**src/sv/hcr_pkg.sv**
```systemverilog
// package for the hex character reference byte decoder
// holds transaction structs, the front-to-back command record and character helpers
// no dependencies
package hcr_pkg;

   // characters of the escape pattern
   localparam logic [7:0] CHAR_AMP   = 8'h26;
   localparam logic [7:0] CHAR_HASH  = 8'h23;
   localparam logic [7:0] CHAR_X     = 8'h78;
   localparam logic [7:0] CHAR_SEMI  = 8'h3B;

   // command queue between front and back
   localparam int QUEUE_DEPTH = 4;
   localparam int QPTR_W      = $clog2(QUEUE_DEPTH);
   localparam int QCNT_W      = $clog2(QUEUE_DEPTH + 1);

   // input transaction
   typedef struct packed {
      logic [7:0] in_byte;
      logic       in_end;
   } hcr_req_type;

   // result transaction
   typedef struct packed {
      logic [7:0] out_byte;
      logic       run_last;
      logic       stream_last;
   } hcr_rsp_type;

   // one input byte's work: a prefix of "&#x" d1 d2, then an optional tail byte
   typedef struct packed {
      logic [2:0] pre_cnt;
      logic [7:0] digit1;
      logic [7:0] digit2;
      logic       has_tail;
      logic [7:0] tail;
      logic       is_end;
   } hcr_cmd_type;

   // hex digit test, either case
   function automatic logic is_hex(input logic [7:0] c);
      is_hex = (c >= 8'h30 && c <= 8'h39) || (c >= 8'h61 && c <= 8'h66) ||
               (c >= 8'h41 && c <= 8'h46);
   endfunction

   // nibble value of a hex digit character
   function automatic logic [3:0] nibble_of(input logic [7:0] c);
      logic [7:0] lc;
      logic [7:0] v;
      lc = (c >= 8'h41 && c <= 8'h5A) ? c + 8'h20 : c;
      v  = lc - 8'h30;
      if (v > 8'd9) begin
         v = v - 8'h27;
      end
      nibble_of = v[3:0];
   endfunction

endpackage

```
**src/sv/hcr_front.sv**
```systemverilog
// front part: matches the escape pattern one byte per cycle while accept is high and issues commands
// depends on hcr_pkg
module hcr_front
   import hcr_pkg::*;
(
   input  logic        clock,
   input  logic        reset,
   input  logic        accept,
   input  hcr_req_type req,
   output logic        cmd_valid,
   output hcr_cmd_type cmd
);

   typedef enum logic [2:0] {
      PH_IDLE = 3'd0,
      PH_AMP  = 3'd1,
      PH_HASH = 3'd2,
      PH_X    = 3'd3,
      PH_D1   = 3'd4,
      PH_D2   = 3'd5
   } phase_type;

   phase_type  phase_ff, phase_in;
   logic [7:0] d1_ff, d1_in;
   logic [7:0] d2_ff, d2_in;

   logic       ok;
   logic       emit_c;
   logic       emit_dec;
   phase_type  nph;
   logic [7:0] c;
   logic [7:0] dec;

   assign c   = req.in_byte;
   assign dec = {nibble_of(d1_ff), nibble_of(d2_ff)};

   // pattern matcher
   always_comb begin
      ok       = 1'b0;
      emit_c   = 1'b0;
      emit_dec = 1'b0;
      nph      = phase_ff;
      d1_in    = d1_ff;
      d2_in    = d2_ff;
      unique case (phase_ff)
         PH_IDLE: begin
            ok = 1'b1;
            if (c == CHAR_AMP) nph = PH_AMP;
            else emit_c = 1'b1;
         end
         PH_AMP: begin
            if (c == CHAR_HASH) begin
               nph = PH_HASH;
               ok  = 1'b1;
            end
         end
         PH_HASH: begin
            if (c == CHAR_X) begin
               nph = PH_X;
               ok  = 1'b1;
            end
         end
         PH_X: begin
            if (is_hex(c)) begin
               d1_in = c;
               nph   = PH_D1;
               ok    = 1'b1;
            end
         end
         PH_D1: begin
            if (is_hex(c)) begin
               d2_in = c;
               nph   = PH_D2;
               ok    = 1'b1;
            end
         end
         PH_D2: begin
            if (c == CHAR_SEMI) begin
               emit_dec = 1'b1;
               nph      = PH_IDLE;
               ok       = 1'b1;
            end
         end
         default: begin
            nph = PH_IDLE;
            ok  = 1'b1;
         end
      endcase
      if (!ok) begin
         nph = (c == CHAR_AMP) ? PH_AMP : PH_IDLE;
      end
   end

   // command build: released prefix plus optional tail byte
   always_comb begin
      cmd.digit1   = d1_in;
      cmd.digit2   = d2_in;
      cmd.is_end   = req.in_end;
      cmd.pre_cnt  = 3'd0;
      cmd.has_tail = 1'b0;
      cmd.tail     = c;
      if (!ok) begin
         cmd.pre_cnt = phase_ff;
         if (c != CHAR_AMP) begin
            cmd.has_tail = 1'b1;
         end else if (req.in_end) begin
            cmd.has_tail = 1'b1;
            cmd.tail     = CHAR_AMP;
         end
      end else begin
         cmd.has_tail = emit_c | emit_dec;
         cmd.tail     = emit_dec ? dec : c;
         if (req.in_end) begin
            cmd.pre_cnt = nph;
         end
      end
      cmd_valid = accept && (cmd.pre_cnt != 3'd0 || cmd.has_tail);
   end

   // next state, cleared at stream end
   always_comb begin
      phase_in = phase_ff;
      if (accept) begin
         phase_in = req.in_end ? PH_IDLE : nph;
      end
   end

   always_ff @(posedge clock) begin
      if (reset) begin
         phase_ff <= PH_IDLE;
         d1_ff    <= 8'd0;
         d2_ff    <= 8'd0;
      end else begin
         phase_ff <= phase_in;
         if (accept) begin
            d1_ff <= req.in_end ? 8'd0 : d1_in;
            d2_ff <= req.in_end ? 8'd0 : d2_in;
         end
      end
   end

endmodule

```
**src/sv/hcr_queue.sv**
```systemverilog
// small register queue of commands between front and back
// depends on hcr_pkg
module hcr_queue
   import hcr_pkg::*;
(
   input  logic        clock,
   input  logic        reset,
   input  logic        wr_en,
   input  hcr_cmd_type wr_cmd,
   output logic        is_full,
   output logic        head_valid,
   output hcr_cmd_type head_cmd,
   input  logic        rd_en
);

   hcr_cmd_type       slot_ff [QUEUE_DEPTH];
   logic [QPTR_W-1:0] wr_ptr_ff, wr_ptr_in;
   logic [QPTR_W-1:0] rd_ptr_ff, rd_ptr_in;
   logic [QCNT_W-1:0] count_ff, count_in;

   assign is_full    = (count_ff == QCNT_W'(QUEUE_DEPTH));
   assign head_valid = (count_ff != '0);
   assign head_cmd   = slot_ff[rd_ptr_ff];

   // pointer and fill count update
   always_comb begin
      wr_ptr_in = wr_en ? wr_ptr_ff + QPTR_W'(1) : wr_ptr_ff;
      rd_ptr_in = rd_en ? rd_ptr_ff + QPTR_W'(1) : rd_ptr_ff;
      count_in  = count_ff;
      if (wr_en && !rd_en) count_in = count_ff + QCNT_W'(1);
      else if (!wr_en && rd_en) count_in = count_ff - QCNT_W'(1);
   end

   always_ff @(posedge clock) begin
      if (reset) begin
         wr_ptr_ff <= '0;
         rd_ptr_ff <= '0;
         count_ff  <= '0;
      end else begin
         wr_ptr_ff <= wr_ptr_in;
         rd_ptr_ff <= rd_ptr_in;
         count_ff  <= count_in;
      end
   end

   // storage
   always_ff @(posedge clock) begin
      if (wr_en) begin
         slot_ff[wr_ptr_ff] <= wr_cmd;
      end
   end

endmodule

```
**src/sv/hcr_back.sv**
```systemverilog
// back part: expands each command into its output bytes, one per cycle while the output register is free or popped
// depends on hcr_pkg
module hcr_back
   import hcr_pkg::*;
(
   input  logic        clock,
   input  logic        reset,
   input  logic        head_valid,
   input  hcr_cmd_type head_cmd,
   output logic        rd_en,
   output logic        empty,
   input  logic        pop,
   output hcr_rsp_type rsp_data
);

   logic [2:0]  idx_ff, idx_in;
   logic        valid_ff, valid_in;
   hcr_rsp_type rsp_ff;
   logic [2:0]  total;
   logic        last;
   logic        advance;
   logic [7:0]  cur_byte;

   assign total    = head_cmd.pre_cnt + 3'(head_cmd.has_tail);
   assign last     = (idx_ff == total - 3'd1);
   assign advance  = head_valid && (!valid_ff || pop);
   assign rd_en    = advance && last;
   assign empty    = !valid_ff;
   assign rsp_data = rsp_ff;

   // byte at the current position of the command
   always_comb begin
      cur_byte = head_cmd.tail;
      if (idx_ff < head_cmd.pre_cnt) begin
         case (idx_ff)
            3'd0:    cur_byte = CHAR_AMP;
            3'd1:    cur_byte = CHAR_HASH;
            3'd2:    cur_byte = CHAR_X;
            3'd3:    cur_byte = head_cmd.digit1;
            3'd4:    cur_byte = head_cmd.digit2;
            default: cur_byte = head_cmd.tail;
         endcase
      end
   end

   // position counter and output register control
   always_comb begin
      idx_in   = idx_ff;
      valid_in = valid_ff;
      if (advance) begin
         idx_in   = last ? 3'd0 : idx_ff + 3'd1;
         valid_in = 1'b1;
      end else if (pop) begin
         valid_in = 1'b0;
      end
   end

   always_ff @(posedge clock) begin
      if (reset) begin
         idx_ff   <= 3'd0;
         valid_ff <= 1'b0;
      end else begin
         idx_ff   <= idx_in;
         valid_ff <= valid_in;
      end
   end

   // output payload
   always_ff @(posedge clock) begin
      if (advance) begin
         rsp_ff.out_byte    <= cur_byte;
         rsp_ff.run_last    <= last;
         rsp_ff.stream_last <= last && head_cmd.is_end;
      end
   end

endmodule

```
**src/sv/hex_char_reference_byte_decoder.sv**
```systemverilog
// top level of the hex character reference byte decoder
// depends on hcr_pkg, hcr_front, hcr_queue, hcr_back
//
// Replaces every "&#x" hh ";" escape in a byte stream with the byte it encodes.
// Input channel: req_data (in_byte, in_end) is taken when push is high and full
// is low. Result channel: rsp_data is valid while empty is low and is taken
// when pop is high. Each result carries run_last on the last byte caused by one
// input transaction and stream_last on the final byte of the stream.
// The front matches one byte per cycle while full is low and writes a command to
// a 4-entry queue; the back turns each command into 1 to 6 output bytes and writes
// them one per cycle into a single output register while it is free or popped.
// A byte that releases only itself gives a one-byte command, so plain text streams
// through at one transaction per cycle while pop keeps up; its result passes a queue
// slot and then the output register. Bytes held as a possible escape produce nothing
// until it resolves; a broken pattern or an end flush releases up to 6 bytes, sent
// out one by one, and full rises when the queue fills behind such bursts. When pop
// stays low the output register holds, the queue fills, then full stalls the input.
// Synchronous reset clears the match state, the queue and the output valid flag;
// nothing is held afterwards.
module hex_char_reference_byte_decoder
   import hcr_pkg::*;
(
   input  logic        clock,
   input  logic        reset,
   input  logic        push,
   output logic        full,
   input  hcr_req_type req_data,
   output logic        empty,
   input  logic        pop,
   output hcr_rsp_type rsp_data
);

   logic        accept;
   logic        cmd_valid;
   hcr_cmd_type cmd;
   logic        head_valid;
   hcr_cmd_type head_cmd;
   logic        rd_en;

   assign accept = push && !full;

   // pattern matching
   hcr_front u_front (
      .clock     (clock),
      .reset     (reset),
      .accept    (accept),
      .req       (req_data),
      .cmd_valid (cmd_valid),
      .cmd       (cmd)
   );

   // command queue
   hcr_queue u_queue (
      .clock      (clock),
      .reset      (reset),
      .wr_en      (cmd_valid),
      .wr_cmd     (cmd),
      .is_full    (full),
      .head_valid (head_valid),
      .head_cmd   (head_cmd),
      .rd_en      (rd_en)
   );

   // byte expansion and output register
   hcr_back u_back (
      .clock      (clock),
      .reset      (reset),
      .head_valid (head_valid),
      .head_cmd   (head_cmd),
      .rd_en      (rd_en),
      .empty      (empty),
      .pop        (pop),
      .rsp_data   (rsp_data)
   );

endmodule

```
**config.mk**
```make
export PLATFORM = sky130hd
export DESIGN_NAME = hex_char_reference_byte_decoder
export DESIGN_NICKNAME = d
export VERILOG_FILES = /design/src/sv/hcr_pkg.sv /design/src/sv/hcr_front.sv /design/src/sv/hcr_queue.sv /design/src/sv/hcr_back.sv /design/src/sv/hex_char_reference_byte_decoder.sv
export SDC_FILE = /design/constraint.sdc
export NUM_CORES = 1
export LEC_CHECK = 0
export ABC_AREA = 1
export ABC_CLOCK_PERIOD_IN_PS = 7400
export BUFFER_PORTS_ARGS = -buffer_cell sky130_fd_sc_hd__buf_2
export CAP_MARGIN = 20
export CORE_ASPECT_RATIO = 1.4
export CORE_UTILIZATION = 60
export CTS_CLUSTER_SIZE = 25
export DETAILED_ROUTE_END_ITERATION = 6
export GPL_TIMING_DRIVEN = 0
export PLACE_DENSITY = 0.84
export SYNTH_ARGS = -nofsm -noshare
export SYNTH_HDL_FRONTEND = slang
export SYNTH_SLANG_ARGS = --single-unit
```
**constraint.sdc**
```tcl
create_clock -name clock -period 7.4 [get_ports clock]
set_input_delay 1.48 -clock clock [delete_from_list [all_inputs] [get_ports clock]]
set_output_delay 1.48 -clock clock [all_outputs]
set_load 0.1 [all_outputs]
```
### After elaboration in Yosys (flattened, before gate mapping)

Memories as Yosys holds them, arrays and structs flattened. A register that Yosys moved wholly into a read port is not among the register bits.
Index checks and enable logic that the tools add are counted.

| cells by class | value |
|---|---|
| add/subtract/negate cells | 13 |
| magnitude comparators | 13 |
| eq/ne operators | 16 |
| muxes and demuxes | 46 |
| bitwise gates (word level) | 1 |
| reduce and logical (&&, ||, !) cells | 27 |

Operators by type and width:

| operator | count |
|---|---|
| two-way mux 8 bit | 11 |
| case mux 8 bit (5 select lines) | 1 |
| two-way mux 3 bit | 13 |
| greater-or-equal comparator 8 x 7 -> 1 bit, second input constant | 4 |
| less-or-equal comparator 8 x 7 -> 1 bit, second input constant | 4 |
| == test 8 x 6 -> 1 bit, second input constant | 3 |
| two-way mux 9 bit | 2 |
| case mux 3 bit (6 select lines) | 1 |
| adder 8 x 6 -> 8 bit, second input constant | 2 |
| greater-than comparator 8 x 4 -> 1 bit, second input constant | 2 |
| subtractor 8 x 6 -> 8 bit, second input constant | 2 |
| two-way mux 1 bit | 13 |
| == test 3 x 2 -> 1 bit, second input constant | 4 |
| == test 3 bit, second input constant | 4 |
| logical AND 1 bit | 12 |
| == test 8 x 7 -> 1 bit, second input constant | 1 |
| greater-or-equal comparator 8 x 6 -> 1 bit, second input constant | 1 |
| less-or-equal comparator 8 x 6 -> 1 bit, second input constant | 1 |
| two-way mux 4 bit | 2 |
| inequality test 8 x 6 -> 1 bit, second input constant | 1 |
| subtractor 4 x 3 -> 4 bit, second input constant | 2 |
| adder 3 x 1 -> 3 bit, second input constant | 2 |
| == test 3 x 1 -> 1 bit, second input constant | 2 |
| zero test 3 bit | 2 |
| other kinds (13) | 24 |

| word-level totals | value |
|---|---|
| register bits after elaboration | 40 |
| memory bits (writable) | 116 |
| bits of input ports | 13 |
| output and inout bits | 12 |
| memories | 1 |

Memories:

| name | depth | bits a word | read ports | clocked after memory_dff | wr ports | line | source |
|---|---|---|---|---|---|---|---|
| u_queue.slot_ff | 4 | 29 | 1 | 1 | 1 | hcr_queue.sv:16 | `hcr_cmd_type slot_ff [QUEUE_DEPTH];` |

### Depth between registers and ports, before layout

Gate-level depths: netlist of run 1.

| depth | value |
|---|---|
| word-level depth | 16 |
| gate-level depth with buffers | 20 |
| gate-level depth less buffers | 20 |

### Modules after synthesis

From an unflattened synthesis of run 1, not the netlist that was laid out.

| unflattened totals | value |
|---|---|
| cells, all modules | 762 |
| area, all modules | 7847.5 sq um |

By module, submodules not included:

| module | times used | cells an instance | area each (sq um) | sequential area each (sq um) |
|---|---|---|---|---|
| hcr_queue | 1 | 340 | 5058.6 | 3663.5 |
| hcr_front | 1 | 283 | 1730.4 | 380.4 |
| hcr_back | 1 | 137 | 1048.5 | 380.4 |
| hex_char_reference_byte_decoder | 1 | 2 | 10.0 | 0.0 |

### Worst setup path after synthesis of run 1

Ideal clock, no wire load.

| timing path | value |
|---|---|
| path type | input -> register |
| start point | input pop |
| end point | register u_queue.count_ff[1] |
| arrival time | 3.569 ns |
| required time | 7.280 ns |
| setup slack | 3.710 ns |
| cell stages on the path | 10 |
| buffers on the path | 0 |
| path through | nor2_1 -> a31oi_1 -> inv_1 -> nor2_1 -> inv_2 -> ha_1 -> inv_1 -> fa_1 -> o21ai_0 -> a21oi_1 |

| on the way | value |
|---|---|
| longest elaborated chain between the ends | 6 |
| elaborated cells between the ends (all ways) | 8 |
| those cells by class | 1 x mux; 7 x reduce/logical |

RTL lines:

| element | line | source |
|---|---|---|
| from (decl) | hex_char_reference_byte_decoder.sv:29 | `input logic pop,` |
| logical OR 1 bit | hcr_back.sv:26 | `assign advance = head_valid && (!valid_ff \|\| pop);` |
| logical AND 1 bit | hcr_back.sv:26 |  |
| via u_back.advance | hcr_back.sv:21 | `logic advance;` |
| logical AND 1 bit | hcr_back.sv:27 | `assign rd_en = advance && last;` |
| zero test 1 bit | hcr_queue.sv:30 | `if (wr_en && !rd_en) count_in = count_ff + QCNT_W'(1);` |
| logical AND 1 bit | hcr_queue.sv:30 |  |
| two-way mux 3 bit | hcr_queue.sv:30 |  |
| via u_queue.count_in[1] | hcr_queue.sv:19 | `logic [QCNT_W-1:0] count_ff, count_in;` |
| to (signal assigned) | hcr_queue.sv:42 | `count_ff <= count_in;` |
| to (decl) | hcr_queue.sv:19 |  |

The timed path passes the listed nets, and every way through them passes these cells.
A chain may end at the register's enable or synchronous reset.

==> results of run 1 <==
-- metal layers --
layer / wire [um] / share of wire [%] / GRT usage [%]
met5: 0 / 0 / 0
met4: 718 / 4.0 / 17.1
met3: 1190 / 6.6 / 5.48
met2: 9760 / 54 / 53.5
met1: 6470 / 36 / 33.3
-- power groups by stage --
stage | combinational (uW) | clock, uW | sequential [uW]
4_1_cts | 1030 | 865 | 1140
2_1_floorplan | 556 | 0 | 1370
3_5_place_dp | 1010 | 0 | 1160
6_report | 1040 | 869 | 1140
5_1_grt | 1120 | 900 | 1160
3_3_place_gp | 961 | 0 | 1160
-- kinds of logic after synthesis --
family,after synthesis
xor+xnor,6
fa+ha+maj,25
compound gates,163
buf+inv,88
flops,158
simple gates,295
-- flip-flops by register name, indices dropped and copies added, names as in the netlist, named ones only --
register / count
u_back.idx_ff: 3
u_back.rsp_data: 10
u_back.valid_ff: 1
u_front.d1_ff: 8
u_front.d2_ff: 8
u_front.phase_ff: 3
u_queue.count_ff: 3
u_queue.rd_ptr_ff: 2
u_queue.slot_ff: 116
u_queue.wr_ptr_ff: 2
-- tightest hold or removal path: cells and delay by family, from the launching register on --
family | cells | cell delay (ns)
AND/OR/NAND/NOR | 1 | 0.06
flip-flops | 1 | 0.30
buffers and inverters | 1 | 0.09
-- worst paths after layout --
check | start | end | slack [ns] | cells after the start
worst max-delay path | flip-flop | u_queue.count_ff[2] | 3.05 | 20
worst min-delay path | u_front.d2_ff[7] | u_front.d2_ff[7] | 0.50 | 2
worst max register to register | flip-flop | u_queue.count_ff[2] | 3.05 | 20
worst min register to register | u_front.d2_ff[7] | u_front.d2_ff[7] | 0.50 | 2
-- per-stage QoR --
| stage | instance area [um2] | power (uW) | util, % | hold slack (ns) | setup WS (ns) |
|---|---|---|---|---|---|
| finish | 8350 | 3050 | 70.3 | 0.496 | 3.05 |
| global placement | 7690 | 2120 | 64.7 | 0.467 | 2.77 |
| global route | 8350 | 3180 | 70.3 | 0.499 | 2.78 |
| floorplan | 7380 | 1920 | - | 0.445 | 3.71 |
| CTS | 8350 | 3040 | 70.3 | 0.494 | 3.10 |
| detailed placement | 7760 | 2170 | 65.3 | 0.479 | 3.06 |
-- area by class of cell --
class                      count  area [um2]  area share, %
inverter                      62         233           2.79
sequential                   158        4420           53.0
clock inverter                14         158           1.89
timing repair buffer          26         168           2.01
buffer                        26         110           1.32
clock buffer                  18         429           5.14
tap                          147         184           2.20
multi-input combinational    489        2640           31.7
-- cell usage in the layout (no fill, tap or decap), types with 9 or more instances in the layout --
cell type	Yosys	layout
edfxtp_1	126	126
nand4_1	11	11
o21a_1	10	10
o21ai_1	9	9
dfxtp_1	32	32
inv_2	11	11
a21oi_1	48	48
nor2_1	83	83
clkbuf_16	0	17
nand2_1	138	138
clkbuf_1	17	18
buf_2	7	31
inv_1	51	51
o21ai_0	56	56
nand2_2	9	9
nand3_1	31	31
ha_1	24	24
o22ai_1	15	15
==> out/results.ini, run 1 <==
[sta]
tightest_slew_ns=0.993
hold_viol_final=0
slew_headroom_pct=33.6
max_freq_ghz=0.230
setup_viol_count_final=0
fin_crit_ns=4.35
rsz0062_at_grt=no
fin_crit_sh_pct=58.8
clock_skew_ns=0.0144
finalSetupTns_ns=0
slew_violations=0

[critical_path]
max_stage_delay_ns=0.45
critical_path_arrival_ns=4.67
cpLargestDelayFamily=buffers and inverters
required_ns=7.72
start_kind=flip-flop
crit_buf_inv=6
end_kind=flip-flop
cp_cell_sequence=buf_2 -> inv_1 -> clkbuf_1 -> clkbuf_1 -> a21oi_1 -> a32o_1 -> ha_1 -> ha_1 -> xor2_1 -> xor2_1 -> nand2_1 -> nor2_1 -> inv_2 -> ha_1 -> inv_1 -> fa_1 -> a21oi_1 -> o21ai_0 -> o21ai_0 -> a21oi_1
worst-path-max-fanout=10
path_class=flip-flop to flip-flop
cp_slowest_cell=clkbuf_1

[synth]
synthMuxAreaShare_pct=0
syn_avg_cell_area_um2=10.0
synth_xor_xnor_area_share_pct=0.712
synthAdderAreaFrac_pct=4.34
ys.flop_type=edfxtp_1
yosysMostFrequentCell=nand2_1
synth_area_leader_cell=edfxtp_1
ys_types=46
yosysWarnings=0
synth_nets=773
synthArstFlopShare_pct=0
synth_area_leaders=edfxtp_1 51%, dfxtp_1 8.7%, nand2_1 7.0%
synth_edf_count=126
ys_ff_latch=158
yosys-top-cells-count=138 x nand2_1, 126 x edfxtp_1, 83 x nor2_1, 56 x o21ai_0, 51 x inv_1
synth_top_family_by_area=simple AND/OR/NAND/NOR gates
synth_top_area_share_pct=51.2
netlist_area_um2=7380
syn_inst=735
synth_compound_area_share_pct=12.8
synth-simple-area-share_pct=17.6
seq_area_frac_synth_pct=59.9

[placed_design]
gp_congestion=0.903
place_inst=908
io_buffers=24
dpl.hpwl_mm=12.4

[cts]
max-clock-path-buffers=2
postCtsSetupBuffers=0
clk_latency_ns=0.43
cts.sinks=158
post_cts_resized=0
clk_pin_slew_ns=0.07
root_buffer=clkbuf_16
cts-htree-levels=4
cts_tree=yes
hold_buffers=0
cts_buffers=17

[cells_and_area]
drive_gt1_share_pct=13.2
fin_cells=940
n_fill_cell=812
layout.nets=818
diodes=0
syn2layout_area_growth_pct=13.1

[pwr]
p_int_uw=1880
swShare_pct=38.5
switchingPower_uw=1170
cellLeakagePower_uw=0.00311
powerDensity_nw_per_um2=366
seq_power_share_pct=37.5
vdd_drop_max_mv=0.206
pwr-share-comb_pct=34.0
p_clk_share_pct=28.5

[floorplan]
die_area_um2=12800
core_area_um2=11900
die_height_um=133
ios=25
rows=47
dieWidth_um=95.8
initial_utilization_pct=62.2

[status]
outcome=finished clean

[worst_hold_path]
hp-class=flip-flop to flip-flop

[grt]
grt_pass1_wl_mm=28.1
grt_pass1_vias=5579
antenna_found_initial=0
grt_max_degree=30
track_usage_pct=30.2
overflow=0

[detailed_routing]
ant_nets=0
drc=0
vias=5751
routed_via_density=6.12
drt_iter0_drc=462
wl_per_cell_um=19.3
drtPass1Iterations=7
wirelength_mm=18.1

[job]
max-cap-violations=0

(Power assumes the default switching activity.)
==> run 2: changes to the inputs <==
--- a/config.mk
+++ b/config.mk
@@ -6,15 +6,15 @@
 export NUM_CORES = 1
 export LEC_CHECK = 0
 export ABC_AREA = 1
-export ABC_CLOCK_PERIOD_IN_PS = 7400
+export ABC_CLOCK_PERIOD_IN_PS = 3500
 export BUFFER_PORTS_ARGS = -buffer_cell sky130_fd_sc_hd__buf_2
 export CAP_MARGIN = 20
 export CORE_ASPECT_RATIO = 1.4
-export CORE_UTILIZATION = 60
+export CORE_UTILIZATION = 56
 export CTS_CLUSTER_SIZE = 25
 export DETAILED_ROUTE_END_ITERATION = 6
 export GPL_TIMING_DRIVEN = 0
-export PLACE_DENSITY = 0.84
+export PLACE_DENSITY = 0.83
 export SYNTH_ARGS = -nofsm -noshare
 export SYNTH_HDL_FRONTEND = slang
 export SYNTH_SLANG_ARGS = --single-unit
==> constraint.sdc (replaced) <==
create_clock -name clock -period 3.5 [get_ports clock]
set_input_delay 0.7 -clock clock [delete_from_list [all_inputs] [get_ports clock]]
set_output_delay 0.7 -clock clock [all_outputs]
set_load 0.1 [all_outputs]
==> run 2 against run 1 <==
Flip-flop and latch count is the same. Clock-buffer cell count grew 6. Core utilization shrank 4.9 points. Final cell count grew 0.43%. Critical path depth shrank 1. Clock skew is essentially flat. Maximum frequency grew 30%. Register-to-register slack lost 2.9 ns. Critical path type unchanged. Critical endpoint unchanged. Highest routed layer unchanged.
==> out/results.ini, run 2 (synthesized netlist as in run 1, its figures left out) <==
[status]
outcome=finished clean

[cells_and_area]
regMostFlops=u_queue.slot_ff
diodes=0  ; unchanged
layout.nets=816  ; -0.24%
n_fill_cell=904  ; +11%
fin_area_um2=8420  ; +0.88%
syn2layout_area_growth_pct=14.1
drive_gt1_share_pct=13.5  ; +0.29 points
fin_util_pct=65.4  ; -4.9 points
largest_reg_flops=116  ; unchanged
layout_commonest_cell=nand2_1
layout_common_cells=138 x nand2_1, 126 x edfxtp_1, 83 x nor2_1

[sta]
rsz0062_at_grt=no
hold_viol_final=0  ; unchanged
fin_crit_ns=3.36  ; -0.997 ns
setup_ws_ns=0.143  ; -2.90 ns
slew_violations=0  ; unchanged
clock_skew_ns=0.0139  ; -0.000489 ns
setup_viol_count_final=0  ; unchanged
fin_crit_sh_pct=95.9  ; +37 points
tightest_slew_ns=1.00  ; +0.00734 ns
finalSetupTns_ns=0  ; unchanged
slew_headroom_pct=33.1  ; -0.44 points
max_freq_ghz=0.298  ; +30%

[critical_path]
path_class=flip-flop to flip-flop
crit_buf_inv=5  ; -1
start_kind=flip-flop
end_kind=flip-flop
cp_slowest_cell=fa_1
worst-path-max-fanout=12  ; +2
max_stage_delay_ns=0.40  ; -0.05 ns
cp_cell_sequence=buf_6 -> clkinvlp_4 -> buf_4 -> o21ai_1 -> o22a_1 -> ha_1 -> ha_1 -> xor2_1 -> xor2_1 -> nand2_1 -> nor2_1 -> inv_2 -> ha_1 -> inv_1 -> fa_1 -> a21oi_1 -> o21ai_1 -> o21ai_0 -> a21oi_1
cpLargestDelayFamily=adder cells
critical_path_arrival_ns=3.66  ; -1.01 ns
timing.critical_path.mode_cell=ha_1
required_ns=3.80  ; -3.92 ns

[cts]
cts_tree=yes
cts.sinks=158  ; unchanged
clk_pin_slew_ns=0.06  ; about the same
max-clock-path-buffers=2  ; unchanged
clk_latency_ns=0.43  ; about the same
hold_buffers=0  ; unchanged
cts-htree-levels=4  ; unchanged
root_buffer=clkbuf_16
cts_buffers=17  ; unchanged

[placed_design]
gp_congestion=1.03  ; +14%
dpl.hpwl_mm=12.3  ; -1.4%
placed_area_um2=7780  ; +0.26%
pre_cts_ws_ns=-0.549  ; -3.60 ns
io_buffers=24  ; unchanged

[job]
max-cap-violations=0  ; unchanged

[pwr]
cellLeakagePower_uw=0.00314  ; +1.2%
power_uw=6520  ; +110%
powerDensity_nw_per_um2=774  ; +110%
vdd_drop_max_mv=0.490  ; +140%

[grt]
grt_pass1_wl_mm=28.3  ; +0.47%
grt_max_degree=30  ; unchanged
overflow=0  ; unchanged
track_usage_pct=27.5  ; -2.7 points
antenna_found_initial=0  ; unchanged
grt_pass1_vias=5681  ; +1.8%

[detailed_routing]
wl_per_cell_um=18.9  ; -2.1%
ant_nets=0  ; unchanged
drtPass1Iterations=5  ; -2
vias=5763  ; +0.21%
wirelength_mm=17.8  ; -1.7%
drt_iter0_drc=462  ; unchanged
routed_via_density=6.10  ; -0.22%
drc=0  ; unchanged

[floorplan]
rows=49  ; +4.3%
die_area_um2=13700  ; +7.0%
initial_utilization_pct=57.3  ; -4.8 points
core_area_um2=12900  ; +8.4%
dieWidth_um=99.0  ; +3.4%
die_height_um=138  ; +3.5%
ios=25  ; unchanged

[worst_hold_path]
hp-class=flip-flop to flip-flop

[run 2: cell types whose count changed in the layout (fill, tap and decap cells not counted), moves of 2 or more]
cell	before	now
clkinv_2	0	2
buf_6	0	3
buf_2	31	26
o21ai_0	56	54
o21ai_1	9	11
buf_12	1	4
inv_6	6	0
buf_4	1	3
clkbuf_16	17	19
[run 2: power by group]
group,internal (uW),switching (uW)
combinational,605,1630
clock,1150,713
sequential,2330,87.9
total,4090,2430
[run 2: path summary, 6_finish.rpt]
check / startpoint / endpoint / slack (ns) / cells past startpoint
worst max-delay path: flip-flop / u_queue.count_ff[2] / 0.14 / 19
worst min-delay path: u_queue.rd_ptr_ff[0] / flip-flop / 0.50 / 2
worst max register to register: flip-flop / u_queue.count_ff[2] / 0.14 / 19
worst min register to register: u_queue.rd_ptr_ff[0] / flip-flop / 0.50 / 2
[run 2: through the flow]
stage	std cells	hold slack (ns)
CTS	945	0.505
global route	944	0.526
finish	944	0.498
detailed placement	915	0.487
global placement	912	0.463
floorplan	735	0.445
[run 2: layout make-up]
cell class | instances | area, um2 | share of cell area (%)
inverters | 62 | 236 | 2.81
repair buffers | 28 | 188 | 2.23
clock buffers | 24 | 504 | 5.99
well taps | 153 | 191 | 2.27
plain buffers | 22 | 131 | 1.56
flip-flops and latches | 158 | 4430 | 52.5
multi-input cells | 489 | 2640 | 31.4
clock inverters | 8 | 103 | 1.22
[run 2: routing by layer]
| metal | GRT usage (%) | wire (um) |
|---|---|---|
| met2 | 49.1 | 9320 |
| met5 | 0 | 0 |
| met4 | 15.8 | 693 |
| met1 | 30.7 | 6550 |
| met3 | 5.34 | 1260 |
[run 2: repair_timing]
item / 4_1_cts / 5_1_grt
buffers inserted: 1 / 0
endpoints found under the hold margin: 0 / 0
endpoints found under the setup margin: 3 / 2
gates resized for setup: 8 / 13
[run 2: worst register-to-register path: stages (launching register included)]
cell	delay [ns]
dfxtp_1	0.31
buf_6	0.14
clkinvlp_4	0.10
buf_4	0.19
o21ai_1	0.11
o22a_1	0.21
ha_1	0.22
ha_1	0.19
xor2_1	0.16
xor2_1	0.18
nand2_1	0.11
nor2_1	0.07
inv_2	0.11
ha_1	0.18
inv_1	0.08
fa_1	0.40
a21oi_1	0.16
o21ai_1	0.10
o21ai_0	0.15
a21oi_1	0.05
